## src/rtl/mcpp_pkg.sv

```systemverilog
package mcpp_pkg;

    localparam int SLOTS_DEF       = 4;
    localparam int COUNT_WIDTH_DEF = 20;
    localparam int VAL_W           = 20;
    // Period times phase share is at most 1000000 * 99, so 27 bits hold it.
    localparam int PROD_W          = 27;
    localparam logic [VAL_W-1:0] US_PER_SEC = 20'd1000000;
    localparam logic [VAL_W-1:0] FULL_DUTY  = 20'd100;

    // Division by 100 as a multiplication by ceil(2^34 / 100) and a shift.
    localparam int RECIP_W     = 28;
    localparam int RECIP_SHIFT = 34;
    localparam logic [RECIP_W-1:0] RECIP_100 = 28'd171798692;

    // Item actions.
    localparam logic [1:0] ACT_TICK = 2'd0;
    localparam logic [1:0] ACT_FREQ = 2'd1;
    localparam logic [1:0] ACT_DUTY = 2'd2;

    typedef enum logic [3:0] {
        ST_IDLE,
        ST_SCAN,
        ST_PER_GO,
        ST_PER_WAIT,
        ST_PH_GO,
        ST_APPLY,
        ST_DUTY_GO,
        ST_DUTY_WAIT,
        ST_OUT
    } t_state;

    // Commands from the controller to the datapath.
    typedef struct packed {
        logic load_item;
        logic clr_slot;
        logic step_slot;
        logic do_freq;
        logic do_duty_plain;
        logic tick_step;
        logic per_start;
        logic ph_start;
        logic apply_phase;
        logic duty_period;
        logic set_status;
        logic out_load;
    } t_cmd;

    // Status from the datapath to the controller.
    typedef struct packed {
        logic [1:0] action;
        logic       last_slot;
        logic       freq_hit;
        logic       duty_hit;
        logic       duty_counts;
        logic       tick_expire;
        logic       div_busy;
        logic       div_done;
        logic       out_busy;
    } t_stat;

endpackage

```

## src/rtl/multi_channel_pin_pwm_unit.sv

```systemverilog
// Pin PWM unit with a small table of slots, each bound to a pin by group and
// index.
// Input channel: i_valid/o_stall with action, pin group, pin index and value.
// A tick transaction advances every running slot by one microsecond; a
// frequency transaction binds, retunes or releases a slot; a duty transaction
// holds the pin or starts counting.
// Output channel: o_valid/i_stall with status, pin levels and running bits,
// one result transaction per input transaction.
// Slot walk: the slots are walked one per cycle unless a tick waits on the
// divider. A period comes from a shared one-bit-per-cycle 20-bit divider; a
// phase length is the period times the duty share, divided by 100 with a
// reciprocal multiply. The next transaction is accepted in the cycle after
// the result is loaded; one transaction is in flight at a time.
// Reset clears every slot and empties the output register.
// While the receiver stalls, the result holds and no new transaction is
// accepted once the next result is ready.
module multi_channel_pin_pwm_unit #(
    parameter int SLOTS       = mcpp_pkg::SLOTS_DEF,
    parameter int COUNT_WIDTH = mcpp_pkg::COUNT_WIDTH_DEF
) (
    input  logic        i_clk,
    input  logic        i_rst_n,
    input  logic        i_valid,
    output logic        o_stall,
    input  logic [1:0]  i_action,
    input  logic [3:0]  i_pin_group,
    input  logic [2:0]  i_pin_index,
    input  logic [19:0] i_value,
    output logic        o_valid,
    input  logic        i_stall,
    output logic        o_status,
    output logic [3:0]  o_pin_levels,
    output logic [3:0]  o_slots_running
);
    mcpp_pkg::t_cmd  w_cmd;
    mcpp_pkg::t_stat w_stat;

    mcpp_ctrl u_ctrl (
        .i_clk   (i_clk),
        .i_rst_n (i_rst_n),
        .i_valid (i_valid),
        .o_stall (o_stall),
        .i_stat  (w_stat),
        .o_cmd   (w_cmd)
    );

    mcpp_datapath #(.SLOTS(SLOTS), .COUNT_WIDTH(COUNT_WIDTH)) u_dp (
        .i_clk           (i_clk),
        .i_rst_n         (i_rst_n),
        .i_cmd           (w_cmd),
        .o_stat          (w_stat),
        .i_action        (i_action),
        .i_pin_group     (i_pin_group),
        .i_pin_index     (i_pin_index),
        .i_value         (i_value),
        .o_valid         (o_valid),
        .i_stall         (i_stall),
        .o_status        (o_status),
        .o_pin_levels    (o_pin_levels),
        .o_slots_running (o_slots_running)
    );
endmodule

```

## src/rtl/mcpp_div.sv

```systemverilog
module mcpp_div #(
    parameter int W = 40
) (
    input  logic         i_clk,
    input  logic         i_rst_n,
    input  logic         i_start,
    input  logic [W-1:0] i_num,
    input  logic [W-1:0] i_den,
    output logic         o_busy,
    output logic         o_done,
    output logic [W-1:0] o_quot
);
    localparam int CW = $clog2(W + 1);

    logic [W-1:0]  r_quot, n_quot;
    logic [W-1:0]  r_rem, n_rem;
    logic [W-1:0]  r_den;
    logic [CW-1:0] r_cnt;
    logic          r_busy, r_done;
    logic [W:0]    w_trial;

    // One quotient bit per cycle, restoring division.
    always_comb begin
        w_trial = {r_rem, r_quot[W-1]} - {1'b0, r_den};
        n_quot  = {r_quot[W-2:0], ~w_trial[W]};
        n_rem   = w_trial[W] ? {r_rem[W-2:0], r_quot[W-1]} : w_trial[W-1:0];
    end

    always_ff @(posedge i_clk) begin
        if (!i_rst_n) begin
            r_busy <= 1'b0;
            r_done <= 1'b0;
            r_cnt  <= '0;
        end else begin
            r_done <= 1'b0;
            if (i_start) begin
                r_busy <= 1'b1;
                r_cnt  <= CW'(W);
                r_quot <= i_num;
                r_rem  <= '0;
                r_den  <= i_den;
            end else if (r_busy) begin
                r_quot <= n_quot;
                r_rem  <= n_rem;
                r_cnt  <= r_cnt - 1'b1;
                if (r_cnt == CW'(1)) begin
                    r_busy <= 1'b0;
                    r_done <= 1'b1;
                end
            end
        end
    end

    assign o_busy = r_busy;
    assign o_done = r_done;
    assign o_quot = r_quot;
endmodule

```

## src/rtl/mcpp_datapath.sv

```systemverilog
module mcpp_datapath #(
    parameter int SLOTS       = mcpp_pkg::SLOTS_DEF,
    parameter int COUNT_WIDTH = mcpp_pkg::COUNT_WIDTH_DEF
) (
    input  logic            i_clk,
    input  logic            i_rst_n,
    input  mcpp_pkg::t_cmd  i_cmd,
    output mcpp_pkg::t_stat o_stat,
    input  logic [1:0]      i_action,
    input  logic [3:0]      i_pin_group,
    input  logic [2:0]      i_pin_index,
    input  logic [19:0]     i_value,
    output logic            o_valid,
    input  logic            i_stall,
    output logic            o_status,
    output logic [3:0]      o_pin_levels,
    output logic [3:0]      o_slots_running
);
    localparam int SW = (SLOTS > 1) ? $clog2(SLOTS) : 1;
    localparam int VW = mcpp_pkg::VAL_W;
    localparam int PW = mcpp_pkg::PROD_W;
    localparam int MW = mcpp_pkg::PROD_W + mcpp_pkg::RECIP_W;
    localparam int LW = MW - mcpp_pkg::RECIP_SHIFT;
    localparam logic [COUNT_WIDTH-1:0] CMAX = {COUNT_WIDTH{1'b1}};

    logic [SLOTS-1:0]      r_bound, r_running, r_phase, r_level;
    logic [3:0]            r_group  [SLOTS];
    logic [2:0]            r_pin    [SLOTS];
    logic [VW-1:0]         r_freq   [SLOTS];
    logic [VW-1:0]         r_duty   [SLOTS];
    logic [COUNT_WIDTH-1:0] r_count [SLOTS];

    logic [1:0]    r_action;
    logic [3:0]    r_g;
    logic [2:0]    r_p;
    logic [VW-1:0] r_v;
    logic [SW-1:0] r_slot;
    logic          r_status;
    logic [VW-1:0] r_period;
    logic [PW-1:0] r_prod;

    logic          r_ovalid, r_ostatus;
    logic [3:0]    r_olev, r_orun;

    logic          w_holds;
    logic [COUNT_WIDTH-1:0] w_cnt_dec;
    logic [VW-1:0] w_num, w_den, w_quot;
    logic          w_div_start, w_div_busy, w_div_done;
    logic [MW-1:0] w_recip;
    logic [LW-1:0] w_ph_len;
    logic [COUNT_WIDTH-1:0] w_per_cnt, w_ph_cnt;
    logic [SLOTS-1:0] w_lv_ext, w_rn_ext;

    // Slot being examined.
    assign w_holds   = r_bound[r_slot] && r_group[r_slot] == r_g && r_pin[r_slot] == r_p;
    assign w_cnt_dec = (r_count[r_slot] != '0) ? r_count[r_slot] - 1'b1 : '0;

    // The divider only forms the period of the current slot.
    assign w_num       = mcpp_pkg::US_PER_SEC;
    assign w_den       = r_freq[r_slot];
    assign w_div_start = i_cmd.per_start;

    mcpp_div #(.W(VW)) u_div (
        .i_clk   (i_clk),
        .i_rst_n (i_rst_n),
        .i_start (w_div_start),
        .i_num   (w_num),
        .i_den   (w_den),
        .o_busy  (w_div_busy),
        .o_done  (w_div_done),
        .o_quot  (w_quot)
    );

    // Phase length: the registered product divided by 100 through a reciprocal.
    assign w_recip  = MW'(r_prod) * MW'(mcpp_pkg::RECIP_100);
    assign w_ph_len = w_recip[MW-1:mcpp_pkg::RECIP_SHIFT];

    // Counts that do not fit saturate to the largest count.
    assign w_per_cnt = (64'(w_quot) > 64'(CMAX)) ? CMAX : COUNT_WIDTH'(w_quot);
    assign w_ph_cnt  = (64'(w_ph_len) > 64'(CMAX)) ? CMAX : COUNT_WIDTH'(w_ph_len);

    // Item capture, slot walk, and slot updates.
    always_ff @(posedge i_clk) begin
        if (!i_rst_n) begin
            r_bound   <= '0;
            r_running <= '0;
            r_phase   <= '0;
            r_level   <= '0;
            r_slot    <= '0;
            r_status  <= 1'b0;
            for (int s = 0; s < SLOTS; s++) begin
                r_group[s] <= '0;
                r_pin[s]   <= '0;
                r_freq[s]  <= '0;
                r_duty[s]  <= '0;
                r_count[s] <= '0;
            end
        end else begin
            if (i_cmd.load_item) begin
                r_action <= i_action;
                r_g      <= i_pin_group;
                r_p      <= i_pin_index;
                r_v      <= i_value;
                r_status <= 1'b0;
            end
            if (i_cmd.clr_slot) begin
                r_slot <= '0;
            end
            if (i_cmd.step_slot) begin
                r_slot <= r_slot + 1'b1;
            end
            if (i_cmd.set_status) begin
                r_status <= 1'b1;
            end
            // Frequency item: bind, retune or release the current slot.
            if (i_cmd.do_freq) begin
                if (r_v == '0) begin
                    r_bound[r_slot]   <= 1'b0;
                    r_running[r_slot] <= 1'b0;
                    r_level[r_slot]   <= 1'b0;
                    r_phase[r_slot]   <= 1'b0;
                    r_count[r_slot]   <= '0;
                end else if (!r_bound[r_slot]) begin
                    r_bound[r_slot]   <= 1'b1;
                    r_group[r_slot]   <= r_g;
                    r_pin[r_slot]     <= r_p;
                    r_freq[r_slot]    <= r_v;
                    r_duty[r_slot]    <= '0;
                    r_running[r_slot] <= 1'b0;
                    r_phase[r_slot]   <= 1'b0;
                    r_count[r_slot]   <= '0;
                    r_level[r_slot]   <= 1'b0;
                end else begin
                    r_freq[r_slot] <= r_v;
                end
            end
            // Duty item that holds the pin or starts counting.
            if (i_cmd.do_duty_plain) begin
                r_running[r_slot] <= 1'b0;
                r_phase[r_slot]   <= 1'b0;
                r_count[r_slot]   <= '0;
                r_duty[r_slot]    <= r_v;
                r_level[r_slot]   <= (r_v >= mcpp_pkg::FULL_DUTY);
            end
            if (i_cmd.duty_period) begin
                r_count[r_slot]   <= w_per_cnt;
                r_running[r_slot] <= (w_per_cnt != '0);
            end
            // Tick on one slot; an expiry flips the phase.
            if (i_cmd.tick_step && r_running[r_slot]) begin
                r_count[r_slot] <= w_cnt_dec;
                if (w_cnt_dec == '0) begin
                    r_level[r_slot] <= ~r_phase[r_slot];
                    r_phase[r_slot] <= ~r_phase[r_slot];
                end
            end
            // Keep the period once the divider is done.
            if (w_div_done) begin
                r_period <= w_quot;
            end
            if (i_cmd.apply_phase) begin
                r_count[r_slot] <= w_ph_cnt;
                if (w_ph_cnt == '0) begin
                    r_running[r_slot] <= 1'b0;
                end
            end
        end
    end

    // Product of period and phase share, registered before the division by 100.
    always_ff @(posedge i_clk) begin
        if (i_cmd.ph_start) begin
            if (r_phase[r_slot]) begin
                r_prod <= PW'(r_period) * PW'(r_duty[r_slot]);
            end else begin
                r_prod <= PW'(r_period) * PW'(mcpp_pkg::FULL_DUTY - r_duty[r_slot]);
            end
        end
    end

    // Output register.
    always_comb begin
        w_lv_ext = r_level;
        w_rn_ext = r_running;
    end

    always_ff @(posedge i_clk) begin
        if (!i_rst_n) begin
            r_ovalid <= 1'b0;
        end else if (i_cmd.out_load) begin
            r_ovalid  <= 1'b1;
            r_ostatus <= r_status;
            for (int b = 0; b < 4; b++) begin
                r_olev[b] <= (b < SLOTS) ? w_lv_ext[b % SLOTS] : 1'b0;
                r_orun[b] <= (b < SLOTS) ? w_rn_ext[b % SLOTS] : 1'b0;
            end
        end else if (!i_stall) begin
            r_ovalid <= 1'b0;
        end
    end

    assign o_valid         = r_ovalid;
    assign o_status        = r_ostatus;
    assign o_pin_levels    = r_olev;
    assign o_slots_running = r_orun;

    // A release only takes a bound slot holding the pin; a bind also takes a free one.
    always_comb begin
        o_stat.action      = r_action;
        o_stat.last_slot   = (r_slot == SW'(SLOTS - 1));
        o_stat.freq_hit    = (r_v == '0) ? w_holds : (!r_bound[r_slot] || w_holds);
        o_stat.duty_hit    = w_holds;
        o_stat.duty_counts = (r_v != '0) && (r_v < mcpp_pkg::FULL_DUTY);
        o_stat.tick_expire = r_running[r_slot] && (w_cnt_dec == '0);
        o_stat.div_busy    = w_div_busy;
        o_stat.div_done    = w_div_done;
        o_stat.out_busy    = r_ovalid && i_stall;
    end

`ifndef SYNTHESIS
    a_running_nonzero: assert property (@(posedge i_clk) disable iff (!i_rst_n)
        i_cmd.out_load |-> !(r_running[r_slot] && r_count[r_slot] == '0))
        else $error("running slot with zero count");
    a_release_clears: assert property (@(posedge i_clk) disable iff (!i_rst_n)
        (i_cmd.do_freq && r_v == '0) |=> !r_bound[$past(r_slot)] && !r_running[$past(r_slot)])
        else $error("release left slot active");
    a_div_single: assert property (@(posedge i_clk) disable iff (!i_rst_n)
        w_div_start |-> !w_div_busy)
        else $error("divider restarted while busy");
`endif
endmodule

```

## src/rtl/mcpp_ctrl.sv

```systemverilog
module mcpp_ctrl (
    input  logic            i_clk,
    input  logic            i_rst_n,
    input  logic            i_valid,
    output logic            o_stall,
    input  mcpp_pkg::t_stat i_stat,
    output mcpp_pkg::t_cmd  o_cmd
);
    mcpp_pkg::t_state r_state, n_state;

    // Next state.
    always_comb begin
        n_state = r_state;
        case (r_state)
            mcpp_pkg::ST_IDLE: begin
                if (i_valid) n_state = mcpp_pkg::ST_SCAN;
            end
            mcpp_pkg::ST_SCAN: begin
                case (i_stat.action)
                    mcpp_pkg::ACT_TICK: begin
                        if (i_stat.tick_expire) n_state = mcpp_pkg::ST_PER_GO;
                        else if (i_stat.last_slot) n_state = mcpp_pkg::ST_OUT;
                    end
                    mcpp_pkg::ACT_FREQ: begin
                        if (i_stat.freq_hit || i_stat.last_slot) n_state = mcpp_pkg::ST_OUT;
                    end
                    mcpp_pkg::ACT_DUTY: begin
                        if (i_stat.duty_hit && i_stat.duty_counts)
                            n_state = mcpp_pkg::ST_DUTY_GO;
                        else if (i_stat.duty_hit || i_stat.last_slot)
                            n_state = mcpp_pkg::ST_OUT;
                    end
                    default: n_state = mcpp_pkg::ST_OUT;
                endcase
            end
            mcpp_pkg::ST_PER_GO:   n_state = mcpp_pkg::ST_PER_WAIT;
            mcpp_pkg::ST_PER_WAIT: begin
                if (i_stat.div_done) n_state = mcpp_pkg::ST_PH_GO;
            end
            mcpp_pkg::ST_PH_GO:    n_state = mcpp_pkg::ST_APPLY;
            mcpp_pkg::ST_APPLY: begin
                n_state = i_stat.last_slot ? mcpp_pkg::ST_OUT : mcpp_pkg::ST_SCAN;
            end
            mcpp_pkg::ST_DUTY_GO:  n_state = mcpp_pkg::ST_DUTY_WAIT;
            mcpp_pkg::ST_DUTY_WAIT: begin
                if (i_stat.div_done) n_state = mcpp_pkg::ST_OUT;
            end
            mcpp_pkg::ST_OUT: begin
                if (!i_stat.out_busy) n_state = mcpp_pkg::ST_IDLE;
            end
            default: n_state = mcpp_pkg::ST_IDLE;
        endcase
    end

    // Commands.
    always_comb begin
        o_cmd   = '0;
        o_stall = 1'b1;
        case (r_state)
            mcpp_pkg::ST_IDLE: begin
                o_stall         = 1'b0;
                o_cmd.load_item = i_valid;
                o_cmd.clr_slot  = i_valid;
            end
            mcpp_pkg::ST_SCAN: begin
                case (i_stat.action)
                    mcpp_pkg::ACT_TICK: begin
                        o_cmd.tick_step = 1'b1;
                        o_cmd.step_slot = !i_stat.tick_expire && !i_stat.last_slot;
                    end
                    mcpp_pkg::ACT_FREQ: begin
                        o_cmd.do_freq    = i_stat.freq_hit;
                        o_cmd.step_slot  = !i_stat.freq_hit && !i_stat.last_slot;
                        o_cmd.set_status = !i_stat.freq_hit && i_stat.last_slot;
                    end
                    mcpp_pkg::ACT_DUTY: begin
                        o_cmd.do_duty_plain = i_stat.duty_hit;
                        o_cmd.step_slot     = !i_stat.duty_hit && !i_stat.last_slot;
                        o_cmd.set_status    = !i_stat.duty_hit && i_stat.last_slot;
                    end
                    default: ;
                endcase
            end
            mcpp_pkg::ST_PER_GO:  o_cmd.per_start = 1'b1;
            mcpp_pkg::ST_PH_GO:   o_cmd.ph_start  = 1'b1;
            mcpp_pkg::ST_APPLY: begin
                o_cmd.apply_phase = 1'b1;
                o_cmd.step_slot   = !i_stat.last_slot;
            end
            mcpp_pkg::ST_DUTY_GO: o_cmd.per_start = 1'b1;
            mcpp_pkg::ST_DUTY_WAIT: o_cmd.duty_period = i_stat.div_done;
            mcpp_pkg::ST_OUT: o_cmd.out_load = !i_stat.out_busy;
            default: ;
        endcase
    end

    always_ff @(posedge i_clk) begin
        if (!i_rst_n) r_state <= mcpp_pkg::ST_IDLE;
        else          r_state <= n_state;
    end

`ifndef SYNTHESIS
    a_accept_idle: assert property (@(posedge i_clk) disable iff (!i_rst_n)
        (i_valid && !o_stall) |=> r_state == mcpp_pkg::ST_SCAN)
        else $error("accept did not start scan");
    a_div_wait: assert property (@(posedge i_clk) disable iff (!i_rst_n)
        (r_state == mcpp_pkg::ST_PER_WAIT || r_state == mcpp_pkg::ST_DUTY_WAIT)
        |-> (i_stat.div_busy || i_stat.div_done))
        else $error("waiting with divider idle");
    a_out_once: assert property (@(posedge i_clk) disable iff (!i_rst_n)
        o_cmd.out_load |=> r_state == mcpp_pkg::ST_IDLE)
        else $error("output load not followed by idle");
`endif
endmodule
```

## config.mk

```make
export PLATFORM = sky130hd
export DESIGN_NAME = multi_channel_pin_pwm_unit
export DESIGN_NICKNAME = d
export VERILOG_FILES = /design/src/rtl/mcpp_pkg.sv /design/src/rtl/multi_channel_pin_pwm_unit.sv /design/src/rtl/mcpp_div.sv /design/src/rtl/mcpp_datapath.sv /design/src/rtl/mcpp_ctrl.sv
export SDC_FILE = /design/constraint.sdc
export NUM_CORES = 2
export LEC_CHECK = 0
export ABC_AREA = 1
export ABC_CLOCK_PERIOD_IN_PS = 10600
export BUFFER_PORTS_ARGS = -buffer_cell sky130_fd_sc_hd__clkbuf_2
export CAP_MARGIN = 20
export CORE_MARGIN = 3
export CORE_UTILIZATION = 50
export CTS_CLUSTER_SIZE = 25
export DETAILED_ROUTE_END_ITERATION = 8
export PLACE_DENSITY = 0.76
export SYNTH_ARGS = -nofsm -noshare
export SYNTH_HDL_FRONTEND = slang
export SYNTH_SLANG_ARGS = --single-unit
```

## constraint.sdc

```tcl
create_clock -name i_clk -period 10.6 [get_ports i_clk]
set_input_delay 0.53 -clock i_clk [delete_from_list [all_inputs] [get_ports i_clk]]
set_output_delay 0.53 -clock i_clk [all_outputs]
set_load 0.01 [all_outputs]
```

**Yosys cells after proc, flatten, opt, wreduce, memory -nomap -nowiden**

Memories as Yosys holds them, arrays and structs flattened. A register that Yosys moved wholly into a read port is not among the register bits.
Index checks and enable logic that the tools add are counted.

- $add $sub $neg: 5
- $mul: 3
- Order comparisons: 5
- Equal/unequal tests: 23
- Multiplexer cells: 143
- Bitwise gates (word level): 20
- Reductions and logical operators: 48

Operator list:

| cell | number |
|---|---|
| 2-to-1 mux 20 bit | 15 |
| 2-to-1 mux 4 bit | 39 |
| zero test 20 bit | 3 |
| nonzero test 20 bit | 3 |
| OR reduction 20 bit | 3 |
| 2-to-1 mux 1 bit | 55 |
| multiplier 27 x 26 -> 53 bit, second input constant | 1 |
| case mux 4 bit (9 select lines) | 1 |
| 2-to-1 mux 2 bit | 16 |
| AND 4 bit | 7 |
| multiplier 20 x 20 -> 27 bit | 1 |
| multiplier 20 x 27 -> 27 bit | 1 |
| 2-to-1 mux 27 bit | 1 |
| > comparator 21 x 20 -> 1 bit, second input constant | 1 |
| subtractor 21 x 20 -> 21 bit | 1 |
| subtractor 7 x 20 -> 21 bit, first input constant | 1 |
| greater-or-equal comparator 20 x 7 -> 1 bit, second input constant | 1 |
| < comparator 20 x 7 -> 1 bit, second input constant | 1 |
| subtractor 20 x 1 -> 20 bit, second input constant | 1 |
| bitwise mux 4 bit | 4 |
| equality test 4 x 3 -> 1 bit, second input constant | 4 |
| logical AND 1 bit | 13 |
| case mux 4 bit (3 select lines) | 1 |
| AND reduction 2 bit | 6 |
| 35 further kinds | 67 |

- Flip-flop bits (word level): 156
- Bits in writable memories: 268
- Output and inout bits: 11
- Logic and storage cells: 275
- Memories: 5

Memory list:

| memory | words | bits a word | rd ports | clocked after memory_dff | wr ports | RTL line | text |
|---|---|---|---|---|---|---|---|
| u_dp.r_count | 4 | 20 | 1 | 1 | 4 | mcpp_datapath.sv:31 | `logic [COUNT_WIDTH-1:0] r_count [SLOTS];` |
| u_dp.r_duty | 4 | 20 | 1 | 1 | 4 | mcpp_datapath.sv:30 | `logic [VW-1:0] r_duty [SLOTS];` |
| u_dp.r_freq | 4 | 20 | 1 | 1 | 4 | mcpp_datapath.sv:29 | `logic [VW-1:0] r_freq [SLOTS];` |
| u_dp.r_group | 4 | 4 | 1 | 1 | 4 | mcpp_datapath.sv:27 | `logic [3:0] r_group [SLOTS];` |
| u_dp.r_pin | 4 | 3 | 1 | 1 | 4 | mcpp_datapath.sv:28 | `logic [2:0] r_pin [SLOTS];` |

**Logic depth before layout (Yosys ltp)**

- Word-level depth: 19
- Depth in mapped cells: 48
- Gate-level depth less buffers: 44

**By module**

From an unflattened synthesis, not the netlist that was laid out.

- Cells, all modules: 6365
- Area, all modules: 54447.2 um^2

Modules (own cells, without submodules):

| module | instances | cells each | area an instance (um^2) |
|---|---|---|---|
| mcpp_datapath | 1 | 5716 | 49643.9 |
| mcpp_div | 1 | 549 | 4221.5 |
| mcpp_ctrl | 1 | 100 | 581.8 |

**Worst setup path after synthesis**

OpenSTA, ideal clock, no wires.

- Path kind: reg-to-reg
- From: register with a tool-made name
- To: register u_dp.r_prod[25] (data pin)
- Arrival: 7914 ps
- Data required time: 10332 ps
- Slack: 2418 ps
- Cell stages (with the launch flop): 42
- Buffers on the path: 5
- Path through: dfxtp_1 buf_2 clkinv_2 buf_4 nand3_1 nand2_1 clkbuf_1 buf_1 ha_1 inv_1 nand3_1 nand2_1 o21ai_0 nand2_1 nand2_1 nand2_1 inv_1 clkbuf_1 [6 not listed] inv_1 fa_1 inv_1 fa_1 inv_1 fa_1 fa_1 ha_1 nand2_1 nor4_1 nand4_1 nand3_1 nand3_1 nand2_1 a21oi_1 o21bai_1 xor2_1 o21ai_0

RTL lines:

| what | RTL line | text |
|---|---|---|
| end signal: assignment | mcpp_datapath.sv:174 | `r_prod <= PW'(r_period) * PW'(r_duty[r_slot]);` |
| end signal: assignment | mcpp_datapath.sv:176 | `r_prod <= PW'(r_period) * PW'(mcpp_pkg::FULL_DUTY - r_duty[r_slot]);` |
| end: declaration | mcpp_datapath.sv:40 | `logic [PW-1:0] r_prod;` |

==> qor.csv <==
metric,value,unit
syn_nets,7501,
gp_congestion,1.07,
gr-max-usage-layer,met2,
r2r_cells,34,
antenna_found_initial,4,
synthFlopType,edfxtp_1,
final_util,0.540,
rsz0062_at_grt,false,
syn_to_final_growth,6.40,%
holdWs,0.0970,ns
root_buffer,clkbuf_16,
synth_edf_count,413,
critPathMaxStageDelay,0.56,ns
worst_path_max_delay_cell,fa_1,
rows,119,
coreArea,106000,um^2
worstMarginPinSlew,1.03,ns
syn_area_per_cell,8.64,um^2
slew_headroom,0.315,
pre_cts_ws,1.63,ns
cp-start-kind,register,
max_freq,0.108,GHz
synthesis.instances,6211,
routed_via_density,5.59,
drv_cap,0,
die_h,334,um
cts_tree,yes,
tns,0,ns
setup_viol,0,
port_buffers,43,
use_met3,0.0656,
post-dp-hpwl,124000,um
cts_buffer_depth,3,
final_nets,7469,
start_util,0.507,
grt_pass1_wl,244000,um
die_w,334,um
ctsHoldBuffers,0,
hold_violations,0,
drive_above_1_share,0.0421,
yosysSeqAreaShare,0.243,
layout_common_cells,"nand2_1 (1317), inv_1 (1306), fa_1 (757), nor2_1 (643), ha_1 (500)",
crit_top_cell,nand2_1,
worstPathRequired,10.91,ns
fin_crit_sh,0.873,
grt.met2_usage,0.450,
clk_latency,0.61,ns
wl,157000,um
hold_depth,1,
ff2ff_setup_slack,1.35,ns
overflow,0,
cts.sinks,446,
yosysWarnings,0,
end_kind,register,
num_vias,42600,
firstDrtPassIters,8,
clk_pin_slew,0.07,ns
finalMaxSlewViolations,0,
grt_max_degree,83,
cts_buffers,48,
grt_pass1_vias,43100,
drc,0,
final_common_cell,nand2_1,
drt-wirelength-per-cell,20.6,um
run_status,finished clean,
cp_data_arrival_time,9.56,ns
synthDistinctLibCells,57,
min_to,u_dp.r_v[18]$_DFFE_PP_,
htreeDepth,2,
top_level_ports,44,
worstHoldPathType,in2reg,
worstPathMaxFanout,41,
r2r-end,u_dp.r_prod[25]$_DFFE_PP_,
antenna_left,0,
fillerInstances,9394,
crit_type,reg2reg,
hold_start,i_value[18],
ys_async_sr_fraction,0,
grt_usage,0.283,
post_cts_buffers,0,
fin_ws,1.35,ns
fin_skew,0.0353,ns
first_iter_violations,4423,
grtUsageMet1,0.371,
syn_area,53700,um^2
period_minus_slack,9.25,ns
die-area,111000,um^2
synth-seq-cells,446,
cts_resized,0,
[how the worst max path moves through the flow]
stage	start	end	slack, ns	cells after the start
after floorplan	register	u_dp.r_prod[25]$_DFFE_PP_	2.42	41
after global placement	register	u_dp.r_prod[25]$_DFFE_PP_	1.73	35
final	register	u_dp.r_prod[25]$_DFFE_PP_	1.35	34
after global routing	register	u_dp.r_prod[25]$_DFFE_PP_	0.91	33
after CTS	register	u_dp.r_prod[25]$_DFFE_PP_	1.58	34
after detailed placement	register	u_dp.r_prod[25]$_DFFE_PP_	1.63	34
[flip-flops by register name, summed over array words and instances (netlist names), 3 cells and up, named ones only]
name / count
u_ctrl.r_state: 4
u_dp.u_div.r_rem: 20
u_dp.o_slots_running: 4
u_dp.u_div.o_quot: 20
u_dp.r_count: 80
u_dp.r_period: 20
u_dp.r_pin: 12
u_dp.u_div.r_cnt: 5
u_dp.r_running: 4
u_dp.r_level: 4
u_dp.r_group: 16
u_dp.r_phase: 4
u_dp.r_prod: 27
u_dp.r_duty: 80
u_dp.r_freq: 80
u_dp.r_v: 20
u_dp.o_pin_levels: 4
u_dp.r_p: 3
u_dp.r_g: 4
u_dp.u_div.r_den: 20
[routing by layer]
metal	part of all wire	up-vias	wire length, um
met5	0	-	0
met4	0.055	0	8640
met3	0.11	437	17400
met2	0.45	2397	70600
met1	0.38	20600	60100
li1	-	19100	-
[worst max-delay path, delay by kind of cell (launching register included)]
| family | cells | cell delay (ns) |
|---|---|---|
| fa+ha+maj | 8 | 3.73 |
| simple gates | 16 | 2.93 |
| compound gates | 4 | 0.65 |
| xor+xnor | 1 | 0.16 |
| buf+inv | 5 | 1.12 |
| flops | 1 | 0.34 |
[stage by stage]
stage                     area (um^2)  std cells
after detailed placement        55300       7515
after global routing            57100       7614
after global placement          55300       7512
after CTS                       57000       7605
after floorplan                 53700       6211
final                           57100       7615
[final cells by class]
class | count | area, um^2 | area share
multi-input combinational | 4237 | 34800 | 0.610
sequential | 446 | 13100 | 0.229
inverter | 1337 | 5020 | 0.0879
clock buffer | 60 | 1340 | 0.0234
clock inverter | 30 | 338 | 0.00591
antenna | 5 | 12.5 | 0.000219
tap | 1391 | 1740 | 0.0305
timing repair buffer | 109 | 781 | 0.0137
[cell usage after synthesis (8+ instances only)]
| cell type | number | area, um^2 |
|---|---|---|
| fa_1 | 757 | 15200 |
| buf_2 | 27 | 135 |
| nand4_1 | 65 | 407 |
| nand2_1 | 1317 | 4940 |
| o21ai_1 | 10 | 50.1 |
| nor4_1 | 21 | 131 |
| clkbuf_1 | 147 | 552 |
| inv_2 | 8 | 30.0 |
| nor2_1 | 646 | 2420 |
| clkinv_1 | 22 | 82.6 |
| xnor2_1 | 42 | 368 |
| o31ai_1 | 9 | 67.6 |
| nor2_2 | 15 | 93.8 |
| a21oi_1 | 184 | 921 |
| edfxtp_1 | 413 | 12400 |
| a211oi_1 | 18 | 135 |
| o21bai_1 | 13 | 97.6 |
| nand3_1 | 237 | 1190 |
| a31oi_1 | 11 | 68.8 |
| buf_6 | 8 | 90.1 |
| dfxtp_1 | 33 | 661 |
| o22ai_1 | 19 | 119 |
| ha_1 | 500 | 6260 |
| nor3_1 | 99 | 495 |
| xor2_1 | 65 | 569 |
| o21ai_0 | 130 | 651 |
| inv_1 | 1306 | 4900 |
[cell families (layout without fill, tap and decap cells)]
logic type	count (synthesis)	in the layout	share of synthesized area
flops	446	446	0.243
buf+inv	1528	1536	0.109
simple gates	2439	2439	0.186
xor+xnor	107	107	0.0175
compound gates	434	434	0.0455
fa+ha+maj	1257	1257	0.399
other cells	0	5	0
Power is left out: the tool's default activity adds up to more than one toggle a clock period on the data nets, which glitch-free logic cannot reach.
